==> src/rtl/csvt_pkg.sv <==
package csvt_pkg;

  localparam logic [7:0] CharQuote   = 8'h22;
  localparam logic [7:0] CharNewline = 8'h0A;

  // Reset value of the delimiter register (comma)
  localparam logic [7:0] DelimReset  = 8'd44;

  // Register index decoded from the APB byte address
  localparam logic RegDelimiter = 1'b0;

  typedef enum logic [1:0] {
    MODE_PLAIN  = 2'd0,
    MODE_QUOTED = 2'd1,
    MODE_QQUOTE = 2'd2
  } mode_t;

  typedef struct packed {
    logic [7:0] data_byte;
    logic       data_valid;
    logic [5:0] field_index;
    logic       field_end;
    logic       record_end;
  } tok_t;

endpackage

==> src/rtl/csvt_apb.sv <==
module csvt_apb
  import csvt_pkg::*;
(
  input  logic        clk,
  input  logic        rst,
  input  logic        psel,
  input  logic        penable,
  input  logic        pwrite,
  input  logic [2:0]  paddr,
  input  logic [31:0] pwdata,
  output logic [31:0] prdata,
  output logic        pready,
  output logic [7:0]  delimiter
);

  logic wr_en;

  assign pready = 1'b1;
  assign wr_en  = psel && penable && pwrite && (paddr[2] == RegDelimiter);

  always_ff @(posedge clk) begin
    if (rst) begin
      delimiter <= DelimReset;
    end else if (wr_en) begin
      delimiter <= pwdata[7:0];
    end
  end

  always_comb begin
    prdata = '0;
    if (paddr[2] == RegDelimiter) begin
      prdata = {24'd0, delimiter};
    end
  end

endmodule

==> src/rtl/csvt_step.sv <==
module csvt_step
  import csvt_pkg::*;
#(
  parameter int MAX_FIELDS = 64
) (
  input  logic       clk,
  input  logic       rst,
  input  logic       advance,
  input  logic [7:0] char_q,
  input  logic [7:0] delimiter,
  output tok_t       res
);

  localparam int IndexCapInt = ((MAX_FIELDS - 1) < 63) ? (MAX_FIELDS - 1) : 63;
  localparam logic [5:0] IndexCap = 6'(IndexCapInt);

  mode_t      mode, mode_next;
  logic [5:0] count, count_next;
  logic       is_delim, is_nl, is_quote;
  logic [5:0] count_inc;

  assign is_delim  = (char_q == delimiter);
  assign is_nl     = (char_q == CharNewline);
  assign is_quote  = (char_q == CharQuote);
  // saturating advance to the next field
  assign count_inc = (count < IndexCap) ? count + 6'd1 : count;

  always_ff @(posedge clk) begin
    if (rst) begin
      mode  <= MODE_PLAIN;
      count <= '0;
    end else if (advance) begin
      mode  <= mode_next;
      count <= count_next;
    end
  end

  always_comb begin
    mode_next       = mode;
    count_next      = count;
    res             = '0;
    res.field_index = count;
    unique case (mode)
      MODE_QUOTED: begin
        if (is_quote) begin
          mode_next = MODE_QQUOTE;
        end else begin
          res.data_byte  = char_q;
          res.data_valid = 1'b1;
        end
      end
      MODE_QQUOTE: begin
        if (is_delim) begin
          res.field_end = 1'b1;
          count_next    = count_inc;
          mode_next     = MODE_PLAIN;
        end else if (is_nl) begin
          res.field_end  = 1'b1;
          res.record_end = 1'b1;
          count_next     = '0;
          mode_next      = MODE_PLAIN;
        end else if (is_quote) begin
          // doubled quote gives one literal quote
          res.data_byte  = char_q;
          res.data_valid = 1'b1;
          mode_next      = MODE_QUOTED;
        end else begin
          mode_next = MODE_PLAIN;
        end
      end
      default: begin
        if (is_delim) begin
          res.field_end = 1'b1;
          count_next    = count_inc;
          mode_next     = MODE_PLAIN;
        end else if (is_nl) begin
          res.field_end  = 1'b1;
          res.record_end = 1'b1;
          count_next     = '0;
          mode_next      = MODE_PLAIN;
        end else if (is_quote) begin
          mode_next = MODE_QUOTED;
        end else begin
          res.data_byte  = char_q;
          res.data_valid = 1'b1;
        end
      end
    endcase
  end

endmodule

==> src/rtl/csvt_outreg.sv <==
module csvt_outreg
  import csvt_pkg::*;
(
  input  logic       clk,
  input  logic       rst,
  input  logic       load,
  input  tok_t       res,
  output logic       free,
  output logic       tok_valid,
  input  logic       tok_ready,
  output logic [7:0] data_byte,
  output logic       data_valid,
  output logic [5:0] field_index,
  output logic       field_end,
  output logic       record_end
);

  tok_t held;

  assign free = !tok_valid || tok_ready;

  always_ff @(posedge clk) begin
    if (rst) begin
      tok_valid <= 1'b0;
    end else if (free) begin
      tok_valid <= load;
    end
  end

  always_ff @(posedge clk) begin
    if (load && free) begin
      held <= res;
    end
  end

  assign data_byte   = held.data_byte;
  assign data_valid  = held.data_valid;
  assign field_index = held.field_index;
  assign field_end   = held.field_end;
  assign record_end  = held.record_end;

endmodule

==> src/rtl/csv_field_tokenizer.sv <==
// CSV field tokenizer: takes one byte of CSV text per item on the char
// channel and returns one token item per input byte on the tok channel,
// in order. A token carries the content byte (data_valid set when the
// byte is field content), the index of the field it belongs to, and
// field_end / record_end flags for a delimiter or newline outside quotes.
// Quoted fields follow the usual rules: a doubled quote gives one quote,
// and a newline right after a closing quote ends the record. The field
// index saturates at min(MAX_FIELDS-1, 63). The delimiter (reset ',') is
// set over APB at byte address 0 and should only be changed while idle.
// Throughput is one item per clock while tok_ready stays high; each item
// passes the input register, then the quote-mode update and decode into
// the result register. The result register frees in the same cycle its
// item is taken, so a stalled output holds at most two items in flight.
module csv_field_tokenizer
  import csvt_pkg::*;
#(
  parameter int MAX_FIELDS = 64
) (
  input  logic        clk,
  input  logic        rst,
  // configuration
  input  logic        psel,
  input  logic        penable,
  input  logic        pwrite,
  input  logic [2:0]  paddr,
  input  logic [31:0] pwdata,
  output logic [31:0] prdata,
  output logic        pready,
  // character input
  input  logic        char_valid,
  output logic        char_ready,
  input  logic [7:0]  char_in,
  // token output
  output logic        tok_valid,
  input  logic        tok_ready,
  output logic [7:0]  data_byte,
  output logic        data_valid,
  output logic [5:0]  field_index,
  output logic        field_end,
  output logic        record_end
);

  logic [7:0] delimiter;
  logic       s1_valid;
  logic [7:0] s1_char;
  logic       out_free;
  logic       advance;
  tok_t       step_res;

  // item moves from the input register into the result register
  assign advance    = s1_valid && out_free;
  assign char_ready = !s1_valid || out_free;

  csvt_apb u_apb (
    .clk       (clk),
    .rst       (rst),
    .psel      (psel),
    .penable   (penable),
    .pwrite    (pwrite),
    .paddr     (paddr),
    .pwdata    (pwdata),
    .prdata    (prdata),
    .pready    (pready),
    .delimiter (delimiter)
  );

  // input register
  always_ff @(posedge clk) begin
    if (rst) begin
      s1_valid <= 1'b0;
    end else if (char_ready) begin
      s1_valid <= char_valid;
    end
  end

  always_ff @(posedge clk) begin
    if (char_valid && char_ready) begin
      s1_char <= char_in;
    end
  end

  // quote-mode state and field counter, updated once per item
  csvt_step #(
    .MAX_FIELDS (MAX_FIELDS)
  ) u_step (
    .clk       (clk),
    .rst       (rst),
    .advance   (advance),
    .char_q    (s1_char),
    .delimiter (delimiter),
    .res       (step_res)
  );

  csvt_outreg u_out (
    .clk         (clk),
    .rst         (rst),
    .load        (s1_valid),
    .res         (step_res),
    .free        (out_free),
    .tok_valid   (tok_valid),
    .tok_ready   (tok_ready),
    .data_byte   (data_byte),
    .data_valid  (data_valid),
    .field_index (field_index),
    .field_end   (field_end),
    .record_end  (record_end)
  );

endmodule
==> config.mk <==
export PLATFORM = sky130hd
export DESIGN_NAME = csv_field_tokenizer
export DESIGN_NICKNAME = d
export VERILOG_FILES = /design/src/rtl/csvt_pkg.sv /design/src/rtl/csvt_apb.sv /design/src/rtl/csvt_step.sv /design/src/rtl/csvt_outreg.sv /design/src/rtl/csv_field_tokenizer.sv
export SDC_FILE = /design/constraint.sdc
export NUM_CORES = 1
export LEC_CHECK = 0
export BUFFER_PORTS_ARGS = -buffer_cell sky130_fd_sc_hd__buf_2
export CAP_MARGIN = 20
export CORE_MARGIN = 2
export CORE_UTILIZATION = 50
export CTS_CLUSTER_DIAMETER = 60
export DETAILED_ROUTE_END_ITERATION = 12
export GPL_ROUTABILITY_DRIVEN = 1
export PLACE_DENSITY = 0.84
export SLEW_MARGIN = 0
export SYNTH_ARGS = -nofsm -noshare
export SYNTH_HDL_FRONTEND = slang
export SYNTH_SLANG_ARGS = --single-unit
==> constraint.sdc <==
create_clock -name clk -period 3.4 [get_ports clk]
set_input_delay 0.17 -clock clk [delete_from_list [all_inputs] [get_ports clk]]
set_output_delay 0.17 -clock clk [all_outputs]
set_load 0.01 [all_outputs]
==> results of run 1 <==
==> metal layers <==
layer	up-vias	GRT usage	routed length, um
met5	-	0	0
met4	0	0.07692	78
li1	776	-	-
met1	713	0.1967	1672
met3	6	0.05339	316
met2	70	0.2508	1789
==> flip-flops by register name, indices dropped and copies added (netlist names) <==
| register | cells |
|---|---|
| u_out.field_end | 1 |
| u_apb.delimiter | 8 |
| u_out.record_end | 1 |
| u_out.tok_valid | 1 |
| u_out.data_valid | 1 |
| u_step.count | 6 |
| u_out.data_byte | 8 |
| s1_char | 8 |
| u_step.mode | 2 |
| s1_valid | 1 |
| u_out.field_index | 6 |
==> layout by cell type, fill, tap and decap left out, types with 2 or more instances in the layout <==
| master | n |
|---|---|
| sky130_fd_sc_hd__nor2_1 | 10 |
| sky130_fd_sc_hd__a31oi_1 | 2 |
| sky130_fd_sc_hd__o21ai_0 | 2 |
| sky130_fd_sc_hd__buf_2 | 50 |
| sky130_fd_sc_hd__nor3_1 | 3 |
| sky130_fd_sc_hd__nand3_1 | 12 |
| sky130_fd_sc_hd__nand2_1 | 21 |
| sky130_fd_sc_hd__ha_1 | 3 |
| sky130_fd_sc_hd__and3_1 | 2 |
| sky130_fd_sc_hd__dfxtp_1 | 18 |
| sky130_fd_sc_hd__nor2b_1 | 11 |
| sky130_fd_sc_hd__nor4_1 | 2 |
| sky130_fd_sc_hd__inv_1 | 7 |
| sky130_fd_sc_hd__a32oi_1 | 3 |
| sky130_fd_sc_hd__a21oi_1 | 8 |
| sky130_fd_sc_hd__edfxtp_1 | 25 |
| sky130_fd_sc_hd__and2_1 | 7 |
| sky130_fd_sc_hd__conb_1 | 25 |
| sky130_fd_sc_hd__and4_1 | 2 |
| sky130_fd_sc_hd__xnor2_1 | 8 |
| sky130_fd_sc_hd__mux2i_1 | 6 |
| sky130_fd_sc_hd__nor3b_1 | 2 |
| sky130_fd_sc_hd__clkbuf_8 | 6 |
| sky130_fd_sc_hd__nand4_1 | 2 |
==> area by class of cell <==
type / count / area [um^2] / share of cell area
clock buffer: 7 / 107.6 / 0.04341
clock inverter: 1 / 5.005 / 0.002019
inverter: 7 / 26.28 / 0.01060
multi-input combinational: 149 / 908.4 / 0.3665
sequential: 43 / 1111 / 0.4483
tap: 50 / 62.56 / 0.02524
timing repair buffer: 51 / 257.7 / 0.1040
==> cell families (layout without fill, tap and decap cells) <==
logic type / after synthesis / in the layout / share of synthesized area
multiplexers: 6 / 6 / 0.02760
flip-flops: 43 / 43 / 0.5106
buffers and inverters: 36 / 66 / 0.1116
AND/OR/NAND/NOR: 84 / 84 / 0.2191
AO/OA/AOI/OAI: 23 / 23 / 0.07821
other: 2 / 25 / 0.003452
XOR/XNOR: 8 / 8 / 0.03220
adder cells (fa/ha/maj): 3 / 3 / 0.01725
==> worst max-delay path by stage <==
stage          slack [ps]  depth (start not counted)                         start                            to
6_report              910                          6  u_step.count[1]$_SDFFE_PP0P_  u_step.count[2]$_SDFFE_PP0P_
5_1_grt               690                          6  u_step.count[1]$_SDFFE_PP0P_  u_step.count[2]$_SDFFE_PP0P_
4_1_cts               970                          6  u_step.count[1]$_SDFFE_PP0P_  u_step.count[2]$_SDFFE_PP0P_
3_5_place_dp          960                          6  u_step.count[1]$_SDFFE_PP0P_  u_step.count[2]$_SDFFE_PP0P_
3_3_place_gp         1030                          6  u_step.count[1]$_SDFFE_PP0P_  u_step.count[2]$_SDFFE_PP0P_
2_1_floorplan        1370                          5          s1_char[0]$_DFFE_PP_  u_out.data_byte[1]$_DFFE_PP_
==> worst register-to-register path, delay by kind of cell (launching register included) <==
family | cells | cell delay [ps]
adders and majority gates | 1 | 220
DFF | 1 | 350
and+or+nand+nor | 2 | 590
AOI/OAI and AO/OA | 2 | 1110
muxes | 1 | 90
==> power by group <==
part	total (mW)	switching, mW	internal (mW)
logic	0.0904	0.0550	0.0354
clock network	0.369	0.161	0.208
registers	0.581	0.0121	0.569
==> stage by stage <==
step / total power, mW / instances / area, um^2 / hold WS, ps / setup WS, ps
final: 1.041 / 308 / 2479 / 52.39 / 909.6
after CTS: 1.051 / 308 / 2479 / 39.84 / 966.3
after global placement: 0.6812 / 300 / 2366 / 347.8 / 1030
after floorplan: 0.6696 / 228 / 2262 / 268.9 / 1373
after detailed placement: 0.6838 / 300 / 2366 / 348.1 / 964.6
after global routing: 1.081 / 308 / 2479 / 40.47 / 689.7
==> results.md, run 1 <==
Detailed routing:
- After detailed routing, the total wire length is 3856 um.
- The detailed router finished its first iteration with 68 violations.
- The total number of vias is 1565.
- In the routed layout, each cell is associated on average with a via count of 5.081.
- The detail route stage leaves a number of antenna-violating nets equal to 0.
- The average wire per cell in the routed design is 12.52 um.
- The pre-antenna-repair detailed-routing pass consisted of 5 iterations.
- In the routed design, unresolved DRC markers number 0.

Yosys:
- The async set-reset flop share out of synthesis is 0.
- The synthesis warning total is 0.
- The area share of the largest cell type after synthesis is 0.3450.
- The most common cell in the netlist is sky130_fd_sc_hd__buf_4.
- The commonest cells after synthesis are 26 x sky130_fd_sc_hd__buf_4, 25 x sky130_fd_sc_hd__edfxtp_1, 21 x sky130_fd_sc_hd__nand2_1.
- The count of flip-flops with a built-in enable after synthesis is 25.
- In this run, synthesis produced a sequential element count of 43.
- The cell area that synthesis handed to floorplanning was 2176 um^2.
- The largest total area in the synthesized netlist belongs to sky130_fd_sc_hd__edfxtp_1.
- For this run, the register share of the synthesized area comes to 0.5106.
- In this run, distinct cell masters in the synthesized netlist total 43.
- The predominant post-synthesis flop cell is sky130_fd_sc_hd__edfxtp_1.
- Synthesis handed over a netlist of 205 instances.
- Sorting the synthesized cells by area gives the leading types as sky130_fd_sc_hd__edfxtp_1 35%, sky130_fd_sc_hd__dfxtp_1 17%, sky130_fd_sc_hd__buf_4 9.0%.
- The mean area per synthesized cell is 10.61 um^2.

Die:
- The height of the chip is 69.97 um.
- In this run the horizontal extent of the chip is 69.97 um.
- The effective utilization at floorplan is 0.5325.
- The row count is 23.
- For this design the top-level I/O count stands at 102.
- The area enclosed by the die boundary is 4895 um^2.
- In this run the standard cell core region covers 4086 um^2.

Clock tree:
- The number of buffers created by CTS is 5.
- The clock passes through at most 2 buffers.
- The clock transition at the registers of the reported paths is 70 ps.
- The number of levels the H-tree was split into is 2.
- The hold buffer count at cts is 0.
- The number of setup buffers added after CTS is 0.
- The number of clock sinks is 43.
- The clock root buffer is sky130_fd_sc_hd__clkbuf_8.
- The clock latency of the later-clocked register in the worst-skew pair is 290 ps.
- TritonCTS built the clock tree.
- The post-CTS resize count is 0.

Pwr:
- In this run the power density over the cells is 420.0 nW/um^2.
- The leakage power figure is 1.017 nW.
- Across the VDD grid, the largest voltage drop is 0.2753 mV.

Global route:
- The total overflow left after global routing is 0.
- The first global-routing pass estimated 6120 um of wire.
- The pin count of the biggest net entering global routing is 19.
- In the global route stage, overall resource usage came out at 0.1594.
- The number of antenna violations at the first check in global routing was 0.
- The number of global-route vias before repair came to 1367.

Critical path:
- The critical setup path kind is register to register.
- The worst setup path is launched from a register.
- The signal on the critical path passes through ha_1, and3_1, a2111oi_0, nand3_1, a32oi_1, mux2i_1.
- For the worst flop-to-flop path, the logic depth is 6.
- The setup slack of the worst register-to-register path is 910 ps.
- In this run the worst path has a maximum fanout of 5.
- Counting both buffers and inverters, the worst setup path holds a total of 0.
- On the critical path, the stage with the largest delay is an instance of sky130_fd_sc_hd__a2111oi_0.
- The dominant delay contributor by cell family on the critical path is compound AO/OA/AOI/OAI gates.
- The worst register-to-register path begins at u_step.count[1]$_SDFFE_PP0P_.
- The delay of the slowest critical-path stage is 820 ps.
- The worst register-to-register path ends at u_step.count[2]$_SDFFE_PP0P_.
- The arrival time reported for the critical path endpoint is 2670 ps.
- The endpoint kind of the worst setup timing path is a register.
- At the worst endpoint, the required time is 3580 ps.

Finish:
- In the final layout, the share of cells above drive strength 1 is 0.2674.
- The filler cell count in the final layout is 360.
- From synthesis to final layout, the design area changed by 13.92%.
- In the final design database the tool counted 310 nets.
- 0 antenna diodes ended up in the layout.
- The fraction of the core area covered by cells at the end of the flow is 0.6066.

STA:
- The highest clock frequency the design can meet is 401.5 MHz.
- Setup repair after global routing left no endpoint under its margin.
- The setup skew after layout is 6.909 ps.
- Of the available clock period, the critical path in the final layout requires 0.7325.
- The slew at the pin with the worst max-slew slack is 941.2 ps.
- Setup violations remaining at the end of the flow were counted as 0.
- Headroom to the max-slew limit came out at 0.3563.
- Summed over all failing endpoints, the final setup total negative slack is 0 ps.
- The final hold violation count is 0.
- The final critical delay including setup and external delays is 2490 ps.
- The final max-slew violation count came to 0.

Run:
- Across the run, the number of max-cap violations was 0.

Worst hold path:
- The cell count of the worst hold path is 1.
- The start point of the worst hold path is char_in[1].
- The end point of the most critical hold path is s1_char[1]$_DFFE_PP_.
- The type of the worst min-delay path is primary input to register.

Placed design:
- The number of buffers inserted by port buffering is 50.
- The wire-length estimate of the detail-placed layout is 2921 um.
- The routability congestion estimate is 0.8866.

Status:
- The run finished with clean final reports.
No activity file was read; power rests on OpenSTA's default activity.
==> run 2: changes to the inputs <==
- CORE_UTILIZATION: 50 -> 46
- PLACE_DENSITY: 0.84 -> 0.78
- clock period: 3.4 -> 2.5 ns (I/O delays scaled with it)
==> run 2 against run 1 <==
Critical endpoint is now u_out.data_byte[5]$_DFFE_PP_. Design area grew 5.2%. Fmax is 8.1% higher. Clock skew down 1.9 ps. Sequential power up 36%. Critical path type unchanged. Clock power increased by 60%. Largest power group unchanged. Die area is 8.2% higher. Hold slack worse by 15 ps.
==> results.md, run 2 (synthesis results as in run 1) <==
Detailed routing:
- The count of antenna-violating nets left after detailed routing came to 0 (unchanged).
- The ratio of routed vias to standard cells is 4.972 (-2.1%).
- The total number of vias is 1611 (+2.9%).
- The detailed-router iteration count before antenna repair is 4 (-1).
- The number of DRC violations after detailed routing is 0 (unchanged).
- The first-iteration detailed-routing DRC count came to 121 (+78%).
- The total wire length came to 4202 um (+9.0%).
- The average wire per cell in the routed design is 12.97 um (+3.6%).

STA:
- Setup repair after global routing left no endpoint under its margin.
- The share of the cycle needed by the critical path after routing is 0.9216 (+0.1891).
- The final hold violation count is 0 (unchanged).
- The highest clock frequency the design can meet came to 434.0 MHz (+8.1%).
- The final critical delay including setup and external delays is 2304 ps (-186.4 ps).
- The final max-slew violation count is 0 (unchanged).
- The final sum of negative setup slack is 0 ps (unchanged).
- The setup skew after layout is 5.055 ps (-1.855 ps).
- The number of setup violations in the final report came to 0 (unchanged).

Global route:
- The number of antenna violations at the first check in global routing is 0 (unchanged).
- The wire length of the first global-routing pass is 6789 um (+11%).
- The total overflow reported by the global router is 0 (unchanged).
- The number of global-route vias before repair is 1499 (+9.7%).
- The global-route usage over all layers came to 0.1670 (+0.007569).
- The pin count of the biggest net entering global routing came to 19 (unchanged).

Die:
- The effective utilization at floorplan was 0.4700 (-0.06246).
- The row count came to 25 (+8.7%).
- The die span in x is 72.78 um (+4.0%).
- The height of the chip was 72.78 um (+4.0%).
- The area enclosed by the die boundary is 5296 um^2 (+8.2%).
- The I/O pin count came to 102 (unchanged).
- The area of the placeable core came to 4629 um^2 (+13%).

Clock tree:
- The count of buffers added by post-CTS timing repair for setup is 0 (unchanged).
- The clock transition at the registers of the reported paths came to 80 ps (about the same).
- The number of levels the H-tree was split into came to 2 (unchanged).
- The post-CTS resize count is 0 (unchanged).
- The TritonCTS clock tree is yes.
- The clock latency of the later-clocked register in the worst-skew pair is 300 ps (about the same).
- The number of clock sinks is 43 (unchanged).
- The clock root buffer is sky130_fd_sc_hd__clkbuf_8.
- The number of buffers created by CTS is 5 (unchanged).
- The maximum clock path buffer count is 2 (unchanged).

Critical path:
- The number of buffers and inverters on the critical path is 0 (unchanged).
- The critical-path maximum fanout was 5 (unchanged).
- The slowest cell on the critical path is sky130_fd_sc_hd__or4b_4.
- STA classifies the critical path startpoint as a register.
- The arrival time reported for the critical path endpoint came to 2340 ps (-330 ps).
- The worst path required time came to 2540 ps (-1040 ps).
- The delay of the slowest critical-path stage is 600 ps (-220 ps).
- The endpoint kind of the worst setup timing path is a register.
- The critical setup path kind is register to register.
- Walking the worst path, the cells encountered are or4b_4, nor4_2, a21oi_1, a311oi_2, nor3b_1.
- Among cell families on the critical path, the largest total delay comes from simple AND/OR/NAND/NOR gates.

Finish:
- The library cells used most frequently in the layout, excluding fill and tap cells, are 50 x sky130_fd_sc_hd__buf_2, 25 x sky130_fd_sc_hd__conb_1, 25 x sky130_fd_sc_hd__edfxtp_1.
- The area of the multi-input gates is 908.4 um^2 (unchanged).
- The most frequent standard cell in the layout excluding fill and tap cells is sky130_fd_sc_hd__buf_2.
- The layout net count is 322 (+3.9%).
- The area taken by flip-flops and latches is 1111 um^2 (unchanged).
- Relative to the synthesized area, the layout overhead comes to 19.90%.
- The fraction of layout cells with a size suffix above 1 is 0.2667 (-0.0007752).
- The count of inserted antenna diode cells is 0 (unchanged).
- The filler cell count in the final layout is 424 (+18%).

Placed design:
- The number of buffers inserted by port buffering was 50 (unchanged).
- The post-detailed-placement half-perimeter wirelength is 3084 um (+5.6%).
- The routability congestion estimate came to 0.8623 (-2.7%).

Status:
- The run finished with clean final reports.

Run:
- The number of maximum-capacitance constraint violations is 0 (unchanged).

Pwr:
- The power density over cell area is 582.3 nW/um^2 (+39%).
- The leakage power figure came to 1.076 nW (+5.8%).
- The power consumption is 1.519 mW (+46%).
- The worst ir drop on vdd came to 0.2763 mV (+0.34%).

Worst hold path:
- The worst hold path belongs to the class primary input to register.
==> run 2: area by class of cell <==
type / count / area share
well taps: 54 / 0.02590
flip-flops and latches: 43 / 0.4259
repair buffers: 63 / 0.1410
clock buffers: 7 / 0.03741
clock inverters: 1 / 0.01151
inverters: 7 / 0.01007
multi-input cells: 149 / 0.3482
==> run 2: worst register-to-register path: stages (launching register included) <==
cell                       delay, ps
sky130_fd_sc_hd__edfxtp_1        450
sky130_fd_sc_hd__or4b_4          600
sky130_fd_sc_hd__nor4_2          340
sky130_fd_sc_hd__a21oi_1         190
sky130_fd_sc_hd__a311oi_2        380
sky130_fd_sc_hd__nor3b_1         100
==> run 2: routing by layer <==
| layer | part of all wire | wire [um] | GRT usage | up-vias |
|---|---|---|---|---|
| met4 | 0.020 | 82 | 0.07202 | 0 |
| met3 | 0.062 | 259 | 0.04972 | 8 |
| li1 | - | - | - | 804 |
| met5 | 0 | 0 | 0 | - |
| met1 | 0.44 | 1835 | 0.2105 | 726 |
| met2 | 0.48 | 2024 | 0.2667 | 73 |
==> run 2: metrics by stage <==
| stage | instance area, um^2 | utilization | hold slack (ps) | instances | worst slack (ps) |
|---|---|---|---|---|---|
| CTS | 2589 | 0.5592 | 4.294 | 322 | 217.6 |
| global placement | 2401 | 0.5186 | 302.3 | 308 | 300.4 |
| finish | 2609 | 0.5635 | 37.53 | 324 | 196.0 |
| floorplan | 2262 | - | 223.9 | 228 | 473.3 |
| detailed placement | 2401 | 0.5186 | 303.4 | 308 | 236.3 |
| global route | 2609 | 0.5635 | 55.50 | 324 | 96.88 |
==> run 2: worst paths after layout <==
path                              startpoint                               to  slack (ps)  cells past startpoint
min                                pwdata[5]  u_apb.delimiter[5]$_SDFFE_PP1P_          40                      3
max reg2reg             s1_char[0]$_DFFE_PP_     u_out.data_byte[5]$_DFFE_PP_         200                      5
min reg2reg  u_apb.delimiter[1]$_SDFFE_PP0P_  u_apb.delimiter[1]$_SDFFE_PP0P_         490                      2
max                     s1_char[0]$_DFFE_PP_     u_out.data_byte[5]$_DFFE_PP_         200                      5
==> run 2: repair_timing <==
item | 4_1_cts | 5_1_grt
endpoints found under the hold margin | 6 | 2
hold buffers | 6 | 2
endpoints found under the setup margin | 0 | 0
==> run 2: where the power goes <==
part / total [mW] / switching, mW / internal (mW) / leakage [nW]
Clock: 0.590 / 0.232 / 0.359 / 0.0636
Combinational: 0.138 / 0.0790 / 0.0587 / 0.626
Sequential: 0.791 / 0.0168 / 0.774 / 0.386
==> run 3: changes to the inputs <==
- CORE_MARGIN: 2 -> default
==> run 3 against run 2 <==
Non-clock buffer count shrank 3. Die area down 5.4%. Clock power down 32%. Register-to-register slack better by 100 ps. Combinational power fell by 3%. First-iteration DRC count is 17% lower. Wire length is 10% lower. Via count decreased by 3.0%. Critical endpoint is now u_out.data_byte[1]$_DFFE_PP_. Largest power group unchanged. Highest routed layer unchanged.
==> results.md, run 3 (synthesis results as in run 1) <==
Status:
- The flow ran to the end, and the final reports show no timing, DRC or antenna violations.

STA:
- The final hold violation count is 0 (unchanged).
- The final max-slew violation count came to 0 (unchanged).
- Setup repair after global routing left no endpoint under its margin.
- The share of the cycle needed by the critical path after routing is 0.8812 (-0.04036).
- The final sum of negative setup slack is 0 ps (unchanged).
- The number of setup violations in the final report is 0 (unchanged).
- The highest clock frequency the design can meet is 453.9 MHz (+4.6%).
- The setup skew after layout came to 5.469 ps (+0.4142 ps).
- The final critical delay including setup and external delays is 2203 ps (-100.9 ps).

Finish:
- The fraction of layout cells with a size suffix above 1 came to 0.2584 (-0.008240).
- Leaving out fill and tap cells, the most frequent cells in the layout are 50 x sky130_fd_sc_hd__buf_2, 25 x sky130_fd_sc_hd__conb_1, 25 x sky130_fd_sc_hd__edfxtp_1.
- The most frequent standard cell in the layout excluding fill and tap cells is sky130_fd_sc_hd__buf_2.
- The layout net count is 319 (-0.93%).
- The post-route cell area is 2531 um^2 (-3.0%).
- The count of inserted antenna diode cells is 0 (unchanged).
- The area growth from synthesis to layout is 16.33%.
- The filler cell count in the final layout was 395 (-6.8%).

Detailed routing:
- The first-iteration detailed-routing DRC count is 100 (-17%).
- The average wire per cell in the routed design is 11.86 um (-8.6%).
- The ratio of routed vias to standard cells is 4.897 (-1.5%).
- The detailed-router iteration count before antenna repair is 6 (+2).
- The count of antenna-violating nets left after detailed routing came to 0 (unchanged).
- The number of DRC violations after detailed routing is 0 (unchanged).
- The total number of vias is 1562 (-3.0%).
- The total wire length is 3783 um (-10%).

Critical path:
- The worst path required time was 2540 ps (about the same).
- The critical setup path kind is register to register.
- STA classifies the critical path startpoint as a register.
- The critical-path maximum fanout is 5 (unchanged).
- STA classifies the critical path endpoint as a register.
- The arrival time reported for the critical path endpoint is 2240 ps (-100 ps).

Clock tree:
- The number of clock sinks is 43 (unchanged).
- The count of buffers added by post-CTS timing repair for setup came to 0 (unchanged).
- The post-CTS resize count was 0 (unchanged).
- TritonCTS built the clock tree.
- The tree is rooted in a sky130_fd_sc_hd__clkbuf_8.
- The number of buffers created by CTS came to 5 (unchanged).
- The number of levels the H-tree was split into is 2 (unchanged).
- The clock latency of the later-clocked register in the worst-skew pair was 290 ps (about the same).
- The clock transition at the registers of the reported paths is 70 ps (about the same).
- The maximum clock path buffer count came to 2 (unchanged).

Die:
- The I/O pin count is 102 (unchanged).
- The die span in x is 70.78 um (-2.7%).
- The area of the placeable core is 4444 um^2 (-4.0%).
- The row count is 24 (-4.0%).
- The effective utilization at floorplan came to 0.4896 (+0.01958).
- The height of the chip is 70.78 um (-2.7%).
- The area enclosed by the die boundary was 5009 um^2 (-5.4%).

Placed design:
- The routability congestion estimate came to 0.8889 (+3.1%).
- The number of buffers inserted by port buffering was 50 (unchanged).
- The cell area after placement came to 2391 um^2 (-0.42%).
- The post-detailed-placement half-perimeter wirelength was 2848 um (-7.6%).

Pwr:
- The worst ir drop on vdd is 0.3152 mV (+14%).
- The leakage power figure was 1.038 nW (-3.5%).
- The power density over cell area is 524.8 nW/um^2 (-9.9%).

Run:
- The number of maximum-capacitance constraint violations is 0 (unchanged).

Global route:
- The total overflow reported by the global router is 0 (unchanged).
- The number of antenna violations at the first check in global routing is 0 (unchanged).
- The number of global-route vias before repair is 1276 (-15%).
- The pin count of the biggest net entering global routing is 19 (unchanged).
- The wire length of the first global-routing pass is 5920 um (-13%).
- The global-route usage over all layers was 0.1543 (-0.01274).

Worst hold path:
- The type of the worst min-delay path is primary input to register.
==> run 3: cell count changes in the layout (fill, tap and decap cells not counted) <==
cell,change
sky130_fd_sc_hd__buf_4,-1
sky130_fd_sc_hd__bufinv_16,-1
sky130_fd_sc_hd__clkbuf_16,-1
sky130_fd_sc_hd__clkinv_1,+2
sky130_fd_sc_hd__dlygate4sd3_1,-2
==> run 3: routing by layer <==
metal  GRT usage  vias up  share of wire
met2      0.2382       74           0.45
met4     0.05333        0          0.014
met1      0.2095      684           0.46
li1            -      798              -
met5           0        -              0
met3     0.04274        6          0.070
==> run 3: final timing paths <==
| check | to | from | cells after the start | slack (ps) |
|---|---|---|---|---|
| worst max register to register | u_out.data_byte[1]$_DFFE_PP_ | s1_char[0]$_DFFE_PP_ | 5 | 300 |
| worst min register to register | u_step.mode[0]$_SDFFE_PP0P_ | u_step.mode[0]$_SDFFE_PP0P_ | 2 | 480 |
| worst max-delay path | u_out.data_byte[1]$_DFFE_PP_ | s1_char[0]$_DFFE_PP_ | 5 | 300 |
| worst min-delay path | s1_char[2]$_DFFE_PP_ | char_in[2] | 1 | 20 |
==> run 3: power breakdown <==
part / internal (mW) / switching, mW
Clock: 0.190 / 0.214
Sequential: 0.774 / 0.0164
Combinational: 0.0566 / 0.0771
Total: 1.02 / 0.307
==> run 3: area by class of cell <==
type                            instances  area [um^2]  share of cell area
Inverter                                7        26.28             0.01038
Timing Repair Buffer                   60        340.3              0.1345
Sequential cell                        43         1111              0.4390
Clock buffer                            6        72.57             0.02867
Clock inverter                          2        7.507            0.002966
Multi-Input combinational cell        149        908.4              0.3589
Tap cell                               52        65.06             0.02570
==> run 3: critical path, cell delays in order, from the launching register on <==
cell,delay [ps]
sky130_fd_sc_hd__edfxtp_1,430
sky130_fd_sc_hd__or4b_4,580
sky130_fd_sc_hd__nor4_2,330
sky130_fd_sc_hd__a21oi_1,180
sky130_fd_sc_hd__a311oi_2,330
sky130_fd_sc_hd__nor3b_1,100
==> run 3: repair_timing <==
item	in CTS	in global routing
endpoints found under the hold margin	3	3
setup endpoints to repair	0	0
hold buffers	3	3
==> run 3: stage by stage <==
step / hold WS, ps / power [mW] / instances / setup slack (ps) / utilization
6_report: 17.56 / 1.328 / 319 / 296.9 / 0.5695
3_3_place_gp: 303.3 / 0.9302 / 305 / 291.5 / 0.5380
5_1_grt: 1.237 / 1.380 / 319 / 137.6 / 0.5695
3_5_place_dp: 303.5 / 0.9328 / 305 / 287.7 / 0.5380
4_1_cts: 1.206 / 1.335 / 316 / 286.9 / 0.5628
2_1_floorplan: 223.9 / 0.9107 / 228 / 473.3 / -
